==> config.mk <==
export PLATFORM = sky130hd
export DESIGN_NAME = preemptive_priority_scheduler_core
export DESIGN_NICKNAME = d
export VERILOG_FILES = /design/src/rtl/core/pps_pkg.sv /design/src/rtl/core/pps_ram.sv /design/src/rtl/core/pps_eval.sv /design/src/rtl/core/preemptive_priority_scheduler_core.sv
export SDC_FILE = /design/constraint.sdc
export NUM_CORES = 1
export LEC_CHECK = 0
export BUFFER_PORTS_ARGS = -buffer_cell sky130_fd_sc_hd__buf_4
export CAP_MARGIN = 15
export CORE_MARGIN = 5
export CORE_UTILIZATION = 35
export DETAILED_ROUTE_END_ITERATION = 7
export PLACE_DENSITY = 0.49
export RECOVER_POWER = 25
export SYNTH_ARGS = -nofsm -noshare
export SYNTH_HDL_FRONTEND = slang
export SYNTH_SLANG_ARGS = --single-unit
==> constraint.sdc <==
create_clock -name clk -period 7.1 [get_ports clk]
set_input_delay 0.71 -clock clk [delete_from_list [all_inputs] [get_ports clk]]
set_output_delay 0.71 -clock clk [all_outputs]
set_load 0.005 [all_outputs]
==> src/rtl/core/pps_pkg.sv <==
// Shared types and constants of the preemptive priority scheduler core.
`timescale 1ns / 1ps

package pps_pkg;

	// Fixed field widths.
	localparam int TIME_W = 21;
	localparam int PID_W  = 8;
	localparam int ARR_W  = 16;
	localparam int BUR_W  = 16;
	localparam int PRI_W  = 8;

	// Marker for "no previous unit": top bit set, never equal to a real pid.
	localparam logic [PID_W:0] NO_PREV = {1'b1, {PID_W{1'b0}}};

	// Input item kinds.
	typedef enum logic [1:0] {
		KIND_CLEAR = 2'd0,
		KIND_LOAD  = 2'd1,
		KIND_STEP  = 2'd2
	} kind_t;

	// Sequencer states.
	typedef enum logic [2:0] {
		ST_IDLE,
		ST_SCAN,
		ST_FINISH,
		ST_TURN,
		ST_WAIT
	} state_t;

	// One process table entry as it sits in the table memory.
	typedef struct packed {
		logic [PID_W-1:0] pid;
		logic [ARR_W-1:0] arrival;
		logic [BUR_W-1:0] burst;
		logic [PRI_W-1:0] prio;
		logic [BUR_W-1:0] remaining;
	} entry_t;

	localparam int ENTRY_W = $bits(entry_t);

	// Running best candidate and earliest pending arrival during a scan.
	typedef struct packed {
		logic             have_best;
		logic [PRI_W-1:0] best_prio;
		logic [PID_W-1:0] best_pid;
		logic             have_min;
		logic [ARR_W-1:0] min_arr;
	} pick_t;

	// Decision of the entry evaluator for one entry.
	typedef struct packed {
		logic take_best;
		logic take_min;
	} evl_t;

	// One result item.
	typedef struct packed {
		logic              ran;
		logic [PID_W-1:0]  run_pid;
		logic [TIME_W-1:0] slot_time;
		logic              new_segment;
		logic              finished;
		logic [TIME_W-1:0] finish_time;
		logic [TIME_W-1:0] turnaround_time;
		logic [TIME_W-1:0] wait_time;
		logic              all_done;
		logic              load_error;
	} res_t;

endpackage

==> src/rtl/core/pps_ram.sv <==
// Generic single write port, single read port RAM with registered read data.
`timescale 1ns / 1ps

module pps_ram #(
	parameter int WIDTH = 64,
	parameter int DEPTH = 16
) (
	input  logic                     clk,
	input  logic                     we,
	input  logic [$clog2(DEPTH)-1:0] waddr,
	input  logic [WIDTH-1:0]         wdata,
	input  logic                     re,
	input  logic [$clog2(DEPTH)-1:0] raddr,
	output logic [WIDTH-1:0]         rdata
);

	logic [WIDTH-1:0] mem_q [DEPTH];

	// Write port.
	always_ff @(posedge clk) begin
		if (we) begin
			mem_q[waddr] <= wdata;
		end
	end

	// Registered read port.
	always_ff @(posedge clk) begin
		if (re) begin
			rdata <= mem_q[raddr];
		end
	end

endmodule

==> src/rtl/core/pps_eval.sv <==
// Entry evaluator: compares one table entry against the running scan result.
`timescale 1ns / 1ps

module pps_eval (
	input  pps_pkg::entry_t                  ent,
	input  logic [pps_pkg::TIME_W-1:0]       now,
	input  pps_pkg::pick_t                   pick,
	output pps_pkg::evl_t                    evl
);
	import pps_pkg::*;

	logic pending;
	logic arrived;
	logic better;

	// An entry is pending while it has service left, eligible once it has arrived.
	assign pending = (ent.remaining != '0);
	assign arrived = (TIME_W'(ent.arrival) <= now);

	// Lower priority value wins; on a tie the lower pid wins; full ties keep the earlier entry.
	assign better = (ent.prio < pick.best_prio) ||
		((ent.prio == pick.best_prio) && (ent.pid < pick.best_pid));

	always_comb begin
		evl.take_best = pending && arrived && (!pick.have_best || better);
		evl.take_min  = pending && (!pick.have_min || (ent.arrival < pick.min_arr));
	end

endmodule

==> src/rtl/core/preemptive_priority_scheduler_core.sv <==
// Top level of the preemptive priority scheduler core: sequencer, counters and result register.
//
//  channel  | handshake           | payload
//  ---------+---------------------+-------------------------------------------------
//  input    | start / busy        | kind, pid, arrival, burst, priority_req
//  result   | done (one cycle)    | ran, run_pid, slot_time, new_segment, finished,
//           |                     | finish_time, turnaround_time, wait_time,
//           |                     | all_done, load_error
//
// A clear, a load, an item of unused kind, or a step with nothing left to run gives
// its result in the cycle after the transfer, and the core is ready again at once.
// A step over N loaded entries reads the table memory one entry a cycle through its
// single read port; the result follows the scan and the finish state, and, when the
// chosen process completes, the turnaround and waiting states that form those times.
// Reset clears the counters, time and the previous pid; the table holds no reset value.
// Results are not held: done marks each one for exactly one cycle.
`timescale 1ns / 1ps

module preemptive_priority_scheduler_core #(
	parameter int MAX_PROCS = 16
) (
	input  logic                            clk,
	input  logic                            arst_n,
	input  logic                            start,
	output logic                            busy,
	input  logic [1:0]                      kind,
	input  logic [pps_pkg::PID_W-1:0]       pid,
	input  logic [pps_pkg::ARR_W-1:0]       arrival,
	input  logic [pps_pkg::BUR_W-1:0]       burst,
	input  logic [pps_pkg::PRI_W-1:0]       priority_req,
	output logic                            done,
	output logic                            ran,
	output logic [pps_pkg::PID_W-1:0]       run_pid,
	output logic [pps_pkg::TIME_W-1:0]      slot_time,
	output logic                            new_segment,
	output logic                            finished,
	output logic [pps_pkg::TIME_W-1:0]      finish_time,
	output logic [pps_pkg::TIME_W-1:0]      turnaround_time,
	output logic [pps_pkg::TIME_W-1:0]      wait_time,
	output logic                            all_done,
	output logic                            load_error
);
	import pps_pkg::*;

	localparam int IDX_W = $clog2(MAX_PROCS);
	localparam int CNT_W = $clog2(MAX_PROCS + 1);

	// Control state.
	state_t            state_q, state_d;
	logic [CNT_W-1:0]  entry_count_q;
	logic [CNT_W-1:0]  done_count_q;
	logic [TIME_W-1:0] now_q;
	logic [PID_W:0]    prev_pid_q;
	logic [CNT_W-1:0]  issue_idx_q;
	logic              valid_s1;
	logic              have_best_q;
	logic              have_min_q;
	logic              done_q;

	// Payload registers.
	logic [IDX_W-1:0]  idx_s1;
	logic [IDX_W-1:0]  best_idx_q;
	entry_t            best_e_q;
	logic [ARR_W-1:0]  min_arr_q;
	res_t              res_q;

	// Datapath signals.
	kind_t             kind_c;
	logic              accept;
	logic              step_go;
	logic              table_full;
	logic              load_ok;
	logic              last_unit;
	logic              idle_jump;
	logic [TIME_W-1:0] now_inc;
	logic              rd_en;
	logic              wr_en;
	logic [IDX_W-1:0]  wr_addr;
	entry_t            wr_ent;
	entry_t            load_ent;
	logic [ENTRY_W-1:0] rd_data;
	entry_t            rd_ent;
	pick_t             pick;
	evl_t              evl;

	// Item decode.
	assign kind_c     = kind_t'(kind);
	assign accept     = start && !busy;
	assign table_full = (entry_count_q >= CNT_W'(MAX_PROCS));
	assign step_go    = accept && (kind_c == KIND_STEP) && (done_count_q != entry_count_q);
	assign load_ok    = accept && (kind_c == KIND_LOAD) && !table_full;
	assign last_unit  = (best_e_q.remaining == BUR_W'(1));
	assign idle_jump  = have_min_q && (TIME_W'(min_arr_q) > now_q);
	assign now_inc    = now_q + TIME_W'(1);

	always_comb begin
		load_ent.pid       = pid;
		load_ent.arrival   = arrival;
		load_ent.burst     = burst;
		load_ent.prio      = priority_req;
		load_ent.remaining = burst;
	end

	// Process table memory.
	pps_ram #(
		.WIDTH(ENTRY_W),
		.DEPTH(MAX_PROCS)
	) u_table (
		.clk   (clk),
		.we    (wr_en),
		.waddr (wr_addr),
		.wdata (wr_ent),
		.re    (rd_en),
		.raddr (issue_idx_q[IDX_W-1:0]),
		.rdata (rd_data)
	);

	assign rd_ent = entry_t'(rd_data);

	// Shared entry evaluator.
	always_comb begin
		pick.have_best = have_best_q;
		pick.best_prio = best_e_q.prio;
		pick.best_pid  = best_e_q.pid;
		pick.have_min  = have_min_q;
		pick.min_arr   = min_arr_q;
	end

	pps_eval u_eval (
		.ent  (rd_ent),
		.now  (now_q),
		.pick (pick),
		.evl  (evl)
	);

	// Next state.
	always_comb begin
		state_d = state_q;
		case (state_q)
			ST_IDLE: begin
				if (step_go) begin
					state_d = ST_SCAN;
				end
			end
			ST_SCAN: begin
				if ((issue_idx_q == entry_count_q) && !valid_s1) begin
					state_d = ST_FINISH;
				end
			end
			ST_FINISH: begin
				if (have_best_q && last_unit) begin
					state_d = ST_TURN;
				end else begin
					state_d = ST_IDLE;
				end
			end
			ST_TURN: begin
				state_d = ST_WAIT;
			end
			ST_WAIT: begin
				state_d = ST_IDLE;
			end
			default: begin
				state_d = ST_IDLE;
			end
		endcase
	end

	// Sequencer outputs: handshake, table reads and table writes.
	always_comb begin
		busy    = 1'b1;
		rd_en   = 1'b0;
		wr_en   = 1'b0;
		wr_addr = entry_count_q[IDX_W-1:0];
		wr_ent  = load_ent;
		case (state_q)
			ST_IDLE: begin
				busy  = 1'b0;
				wr_en = load_ok;
			end
			ST_SCAN: begin
				rd_en = (issue_idx_q != entry_count_q);
			end
			ST_FINISH: begin
				wr_en            = have_best_q;
				wr_addr          = best_idx_q;
				wr_ent           = best_e_q;
				wr_ent.remaining = best_e_q.remaining - BUR_W'(1);
			end
			default: begin
				busy = 1'b1;
			end
		endcase
	end

	// Control registers.
	always_ff @(posedge clk or negedge arst_n) begin
		if (!arst_n) begin
			state_q       <= ST_IDLE;
			entry_count_q <= '0;
			done_count_q  <= '0;
			now_q         <= '0;
			prev_pid_q    <= NO_PREV;
			issue_idx_q   <= '0;
			valid_s1      <= 1'b0;
			have_best_q   <= 1'b0;
			have_min_q    <= 1'b0;
			done_q        <= 1'b0;
		end else begin
			state_q  <= state_d;
			valid_s1 <= rd_en;
			done_q   <= 1'b0;
			case (state_q)
				ST_IDLE: begin
					if (accept) begin
						done_q <= !step_go;
						case (kind_c)
							KIND_CLEAR: begin
								entry_count_q <= '0;
								done_count_q  <= '0;
								now_q         <= '0;
								prev_pid_q    <= NO_PREV;
							end
							KIND_LOAD: begin
								if (!table_full) begin
									entry_count_q <= entry_count_q + CNT_W'(1);
									if (burst == '0) begin
										done_count_q <= done_count_q + CNT_W'(1);
									end
								end
							end
							KIND_STEP: begin
								issue_idx_q <= '0;
								have_best_q <= 1'b0;
								have_min_q  <= 1'b0;
							end
							default: begin
								done_q <= 1'b1;
							end
						endcase
					end
				end
				ST_SCAN: begin
					if (rd_en) begin
						issue_idx_q <= issue_idx_q + CNT_W'(1);
					end
					if (valid_s1 && evl.take_best) begin
						have_best_q <= 1'b1;
					end
					if (valid_s1 && evl.take_min) begin
						have_min_q <= 1'b1;
					end
				end
				ST_FINISH: begin
					if (have_best_q) begin
						now_q      <= now_inc;
						prev_pid_q <= {1'b0, best_e_q.pid};
						if (last_unit) begin
							done_count_q <= done_count_q + CNT_W'(1);
						end else begin
							done_q <= 1'b1;
						end
					end else begin
						if (idle_jump) begin
							now_q <= TIME_W'(min_arr_q);
						end
						done_q <= 1'b1;
					end
				end
				ST_WAIT: begin
					done_q <= 1'b1;
				end
				default: begin
					done_q <= 1'b0;
				end
			endcase
		end
	end

	// Scan candidates and the result register.
	always_ff @(posedge clk) begin
		idx_s1 <= issue_idx_q[IDX_W-1:0];
		case (state_q)
			ST_IDLE: begin
				if (accept && !step_go) begin
					res_q <= '0;
					case (kind_c)
						KIND_CLEAR: begin
							res_q.all_done <= 1'b1;
						end
						KIND_LOAD: begin
							if (table_full) begin
								res_q.load_error <= 1'b1;
								res_q.all_done   <= (done_count_q == entry_count_q);
							end else begin
								res_q.all_done <=
									((done_count_q + CNT_W'(burst == '0)) ==
									 (entry_count_q + CNT_W'(1)));
							end
						end
						KIND_STEP: begin
							res_q.slot_time <= now_q;
							res_q.all_done  <= 1'b1;
						end
						default: begin
							res_q.all_done <= (done_count_q == entry_count_q);
						end
					endcase
				end
			end
			ST_SCAN: begin
				if (valid_s1 && evl.take_best) begin
					best_e_q   <= rd_ent;
					best_idx_q <= idx_s1;
				end
				if (valid_s1 && evl.take_min) begin
					min_arr_q <= rd_ent.arrival;
				end
			end
			ST_FINISH: begin
				res_q <= '0;
				if (have_best_q) begin
					res_q.ran         <= 1'b1;
					res_q.run_pid     <= best_e_q.pid;
					res_q.slot_time   <= now_q;
					res_q.new_segment <= (prev_pid_q != {1'b0, best_e_q.pid});
					if (last_unit) begin
						res_q.finished    <= 1'b1;
						res_q.finish_time <= now_inc;
						res_q.all_done <= ((done_count_q + CNT_W'(1)) == entry_count_q);
					end else begin
						res_q.all_done <= (done_count_q == entry_count_q);
					end
				end else begin
					res_q.slot_time <= idle_jump ? TIME_W'(min_arr_q) : now_q;
					res_q.all_done  <= (done_count_q == entry_count_q);
				end
			end
			ST_TURN: begin
				res_q.turnaround_time <= res_q.finish_time - TIME_W'(best_e_q.arrival);
			end
			ST_WAIT: begin
				res_q.wait_time <= res_q.turnaround_time - TIME_W'(best_e_q.burst);
			end
			default: begin
				res_q <= res_q;
			end
		endcase
	end

	// Result ports.
	assign done            = done_q;
	assign ran             = res_q.ran;
	assign run_pid         = res_q.run_pid;
	assign slot_time       = res_q.slot_time;
	assign new_segment     = res_q.new_segment;
	assign finished        = res_q.finished;
	assign finish_time     = res_q.finish_time;
	assign turnaround_time = res_q.turnaround_time;
	assign wait_time       = res_q.wait_time;
	assign all_done        = res_q.all_done;
	assign load_error      = res_q.load_error;

	// The completed count never passes the loaded count.
	a_done_le_entry: assert property (@(posedge clk) disable iff (!arst_n)
		done_count_q <= entry_count_q)
		else $error("done count exceeds entry count");

	// The table never holds more entries than it has room for.
	a_entry_bound: assert property (@(posedge clk) disable iff (!arst_n)
		entry_count_q <= CNT_W'(MAX_PROCS))
		else $error("entry count beyond table size");

	// A result transfer only happens once the sequencer is back at rest.
	a_done_idle: assert property (@(posedge clk) disable iff (!arst_n)
		done_q |-> (state_q == ST_IDLE))
		else $error("result strobe while sequencer busy");

	// A completion is always reported together with the unit that ran.
	a_fin_ran: assert property (@(posedge clk) disable iff (!arst_n)
		(done_q && res_q.finished) |-> res_q.ran)
		else $error("finished without a run");

	// The scan only ends after the last table read has been evaluated.
	a_scan_drained: assert property (@(posedge clk) disable iff (!arst_n)
		(state_q == ST_FINISH) |-> !valid_s1)
		else $error("scan ended with a read in flight");

endmodule

==> results.txt <==
----------------------------------------------------
[Synth]
  Number of flip-flops and latches in the synthesized netlist ... 1325
  Cell area after synthesis ... 54100 sq um
  Gate count of the mapped netlist ... 2852
  Net Count, Synth ... 3010
  Top post-synthesis cells by count ... 1269 x sky130_fd_sc_hd__edfxtp_1, 320 x sky130_fd_sc_hd__mux4_2, 126 x sky130_fd_sc_hd__nand2_1
  Post-synthesis average cell area ... 19.0 sq um
  Number of distinct library cells after synthesis ... 73
  Post-synth top flop ... sky130_fd_sc_hd__edfxtp_1
  Share of async-settable or async-resettable flops after synthesis ... slightly below 4%
  Yosys warns ... 0
  EDFF count, synth ... roughly 1.3k
  Top-area cell type share of the netlist area ... between 70% and 80%
  Cell with the most instances after synthesis ... sky130_fd_sc_hd__edfxtp_1
  Share of synthesized area occupied by flip-flops and latches ... 73.0%
  Post-synth top area cell ... sky130_fd_sc_hd__edfxtp_1
  Most area-consuming cells after synthesis ... sky130_fd_sc_hd__edfxtp_1 70%, sky130_fd_sc_hd__mux4_2 13%, sky130_fd_sc_hd__ha_1 2.4%

[Cells and area]
  Filler cells ... 13.8k
  Total Nets Final ... 3297
  Layout Utilization ... 40.8%
  Final instance area ... 62800 sq um
  Relative area change from synthesis to final layout ... 16.1%
  Fraction of final layout cells with drive strength greater than 1 ... 23.6%

[Place]
  Last weighted congestion value of the routability-driven placer ... 0.835
  Port bufs ... about 150
  Total cell area at the placement stage ... 58300 sq um
  Post-detail-place hpwl ... 91.2 mm

[Critical path]
  Critical path startpoint category ... register
  CP Capture Type ... register
  Setup CP Type ... reg -> reg
  Cell chain of the critical path ... inv_1 -> or3_1 -> clkbuf_1 -> o21ai_0 -> a21boi_1 -> buf_4 -> a22o_1
  Critical Path Max Stage Delay ... roughly 1500 ps
  CP Data Required Time ... 7590 ps
  Critical path arrival ... approximately 5800 ps
  Maximum net fanout on the critical path ... 43
  Cell with the biggest individual delay on the critical path ... sky130_fd_sc_hd__clkbuf_1

[Timing]
  Worst max-slew margin expressed relative to the limit ... -150%
  Fin Clk Skew ... 54.7 ps
  Unrepaired setup endpoints after global routing ... no
  Total Negative Setup Slacks ... 0 ps
  Final-report hold violation count ... 0
  Max Clk Rate ... ~190 MHz
  Number of endpoints failing setup at the final stage ... 0
  Number of max-slew violations in the final report ... 342
  Period minus WS final ... 5300 ps
  Tcrit/Tclk final ... about three quarters
  Worst Tran Pin Value ... roughly 3700 ps

[Global route]
  Total GRT Usage ... 17.8%
  Vias in the first global route ... 29.6k
  Fraction of met3 tracks used by global routing ... under 10%
  Initial antenna violation count ... 4
  Pin count of the biggest net entering global routing ... 141
  Grt met2 use ... 29.5%
  Wire length of the first global-routing pass ... 212 mm
  GR Overflow Total ... 0
  Met1 track demand over resource in global routing ... about a quarter
  Busiest layer in global routing ... met2

[Routing]
  Final routed wirelength across all metal layers ... approximately 150 mm
  1st-pass router iterations ... 7
  Total via count after detailed routing ... 28.4k
  DRC ... 0
  Antenna-violating nets left ... 0
  Drt initial violations ... 2420
  Routed WL per cell ... 27.5 microns
  Routed via count divided by cell count ... 5.36

[Clock network]
  Number of sinks handled by clock tree synthesis ... ~1.3k
  CTS Buf Count ... 147
  Post-CTS setup buffer count ... 0
  TritonCTS clock tree ... built
  Resized Gates After CTS ... 0
  Number of buffers on the longest clock path ... 3
  Hold bufs inserted after CTS ... 1
  # H-tree levels ... 4
  Clock network latency to the later pin of the worst-skew pair ... 780 ps
  Buffer type at the clock tree root ... sky130_fd_sc_hd__clkbuf_16
  Post-CTS clock slew at the launch and capture registers of the worst setup and hold paths ... 60 ps

[Run status]
  Failing checks ... capacitance limit, slew limit
  Outcome ... finished, violations left

[Pwr]
  Total power per unit cell area ... ~400 nW/um^2
  Static leakage ... 20.7 nW
  Worst voltage drop across the vdd grid ... 0.000344 V
  Total chip power ... 0.0254 W

[Die]
  Number of ports placed on the die boundary ... between 150 and 200
  Row count ... 144
  Core Area ... 154000 sq um
  Die area ... 163000 sq um
  Die Width ... 403 microns
  Starting Density ... approximately a third
  Die Ht ... 403 microns

[Worst hold path]
  Classification of the worst-slack hold path ... in -> reg

[Flow run]
  Number of max-cap violations ... 9

----------------------------------------------------
[power breakdown]
part	switching, W	total [W]	internal (W)
Clock	0.00318	0.00730	0.00412
Combinational	0.00405	0.00710	0.00305
Sequential	0.000788	0.0110	0.0102
Total	0.00802	0.0254	0.0174
[per-layer routing]
layer | up-vias | wire (microns)
met2 | 855 | 71200
met4 | 2 | 3780
met3 | 200 | 7010
met5 | - | 19
met1 | 15200 | 63600
li1 | 12200 | -
[worst max-delay path, delay by kind of cell (launching register included)]
family                 cells  cell delay [ps]
AO/OA/AOI/OAI              3             1440
buffers and inverters      3             1860
flip-flops                 1              460
AND/OR/NAND/NOR            1             1250
[placed cells by master (no fill, tap or decap), types with 30 or more instances in the layout]
master and instances:
sky130_fd_sc_hd__edfxtp_1 1269, sky130_fd_sc_hd__mux4_2 320, sky130_fd_sc_hd__clkbuf_16 148, sky130_fd_sc_hd__buf_4 129
sky130_fd_sc_hd__nand2_1 125, sky130_fd_sc_hd__o21ai_0 115, sky130_fd_sc_hd__inv_1 107, sky130_fd_sc_hd__ha_1 103
sky130_fd_sc_hd__nor2_1 95, sky130_fd_sc_hd__clkbuf_1 92, sky130_fd_sc_hd__clkbuf_4 72, sky130_fd_sc_hd__a21oi_1 56
sky130_fd_sc_hd__dfrtp_1 49, sky130_fd_sc_hd__xnor2_1 43, sky130_fd_sc_hd__nand3_1 36, sky130_fd_sc_hd__a21o_1 33
sky130_fd_sc_hd__clkinv_1 31, sky130_fd_sc_hd__nor3_1 30
[area by class of cell]
| cell class | instances | area (sq um) | share of cell area [%] |
|---|---|---|---|
| Timing Repair Buffer | 266 | 1880 | 3.00 |
| Sequential cell | 1325 | 39500 | 62.9 |
| Inverter | 107 | 402 | 0.640 |
| Tap cell | 2044 | 2560 | 4.07 |
| Clock buffer | 185 | 3850 | 6.14 |
| Clock inverter | 80 | 781 | 1.24 |
| Multi-Input combinational cell | 1292 | 13800 | 22.0 |
| Antenna cell | 2 | 5.00 | 0.00797 |
[stage by stage]
step | hold slack [ps] | cells | setup WS (ps)
after floorplan | 345 | 2852 | 1790
after global placement | 388 | 5019 | 1980
after detailed placement | 390 | 5025 | 2400
after CTS | 229 | 5291 | 2400
after global routing | 271 | 5299 | 1480
final | 304 | 5301 | 1800
[cells by family after synthesis]
family	after synthesis	share of synthesized area, %
DFF	1325	73.0
and+or+nand+nor	446	4.07
AOI/OAI and AO/OA	346	4.15
muxes	325	13.4
buffers and inverters	235	1.76
adders and majority gates	105	2.46
xor gates and xnor gates	70	1.13
[flip-flops by register name (all words and copies together), names as in the netlist, 3 cells and up]
| name | flops |
|---|---|
| min_arr_q | 16 |
| best_idx_q | 4 |
| best_e_q | 64 |
| run_pid | 8 |
| idx_s1 | 4 |
| prev_pid_q | 9 |
| issue_idx_q | 5 |
| now_q | 21 |
| slot_time | 21 |
| entry_count_q | 5 |
| state_q | 3 |
| wait_time | 21 |
| u_table.mem_q | 1024 |
| finish_time | 21 |
| done_count_q | 5 |
| turnaround_time | 21 |
| u_table.rdata | 64 |
[final timing paths]
check                                    to  startpoint  slack (ps)  depth (start not counted)
min in group asynchronous  entry_count_q[1]      arst_n        1530                          2
hold reg to reg               best_idx_q[1]   idx_s1[1]         370                          0
hold / removal             entry_count_q[3]     kind[0]         300                          2
setup / recovery               slot_time[8]  state_q[1]        1800                          7
setup reg to reg               slot_time[8]  state_q[1]        1800                          7
max in group asynchronous    issue_idx_q[2]      arst_n        3420                          2
Power figures use the tool's default switching activity.
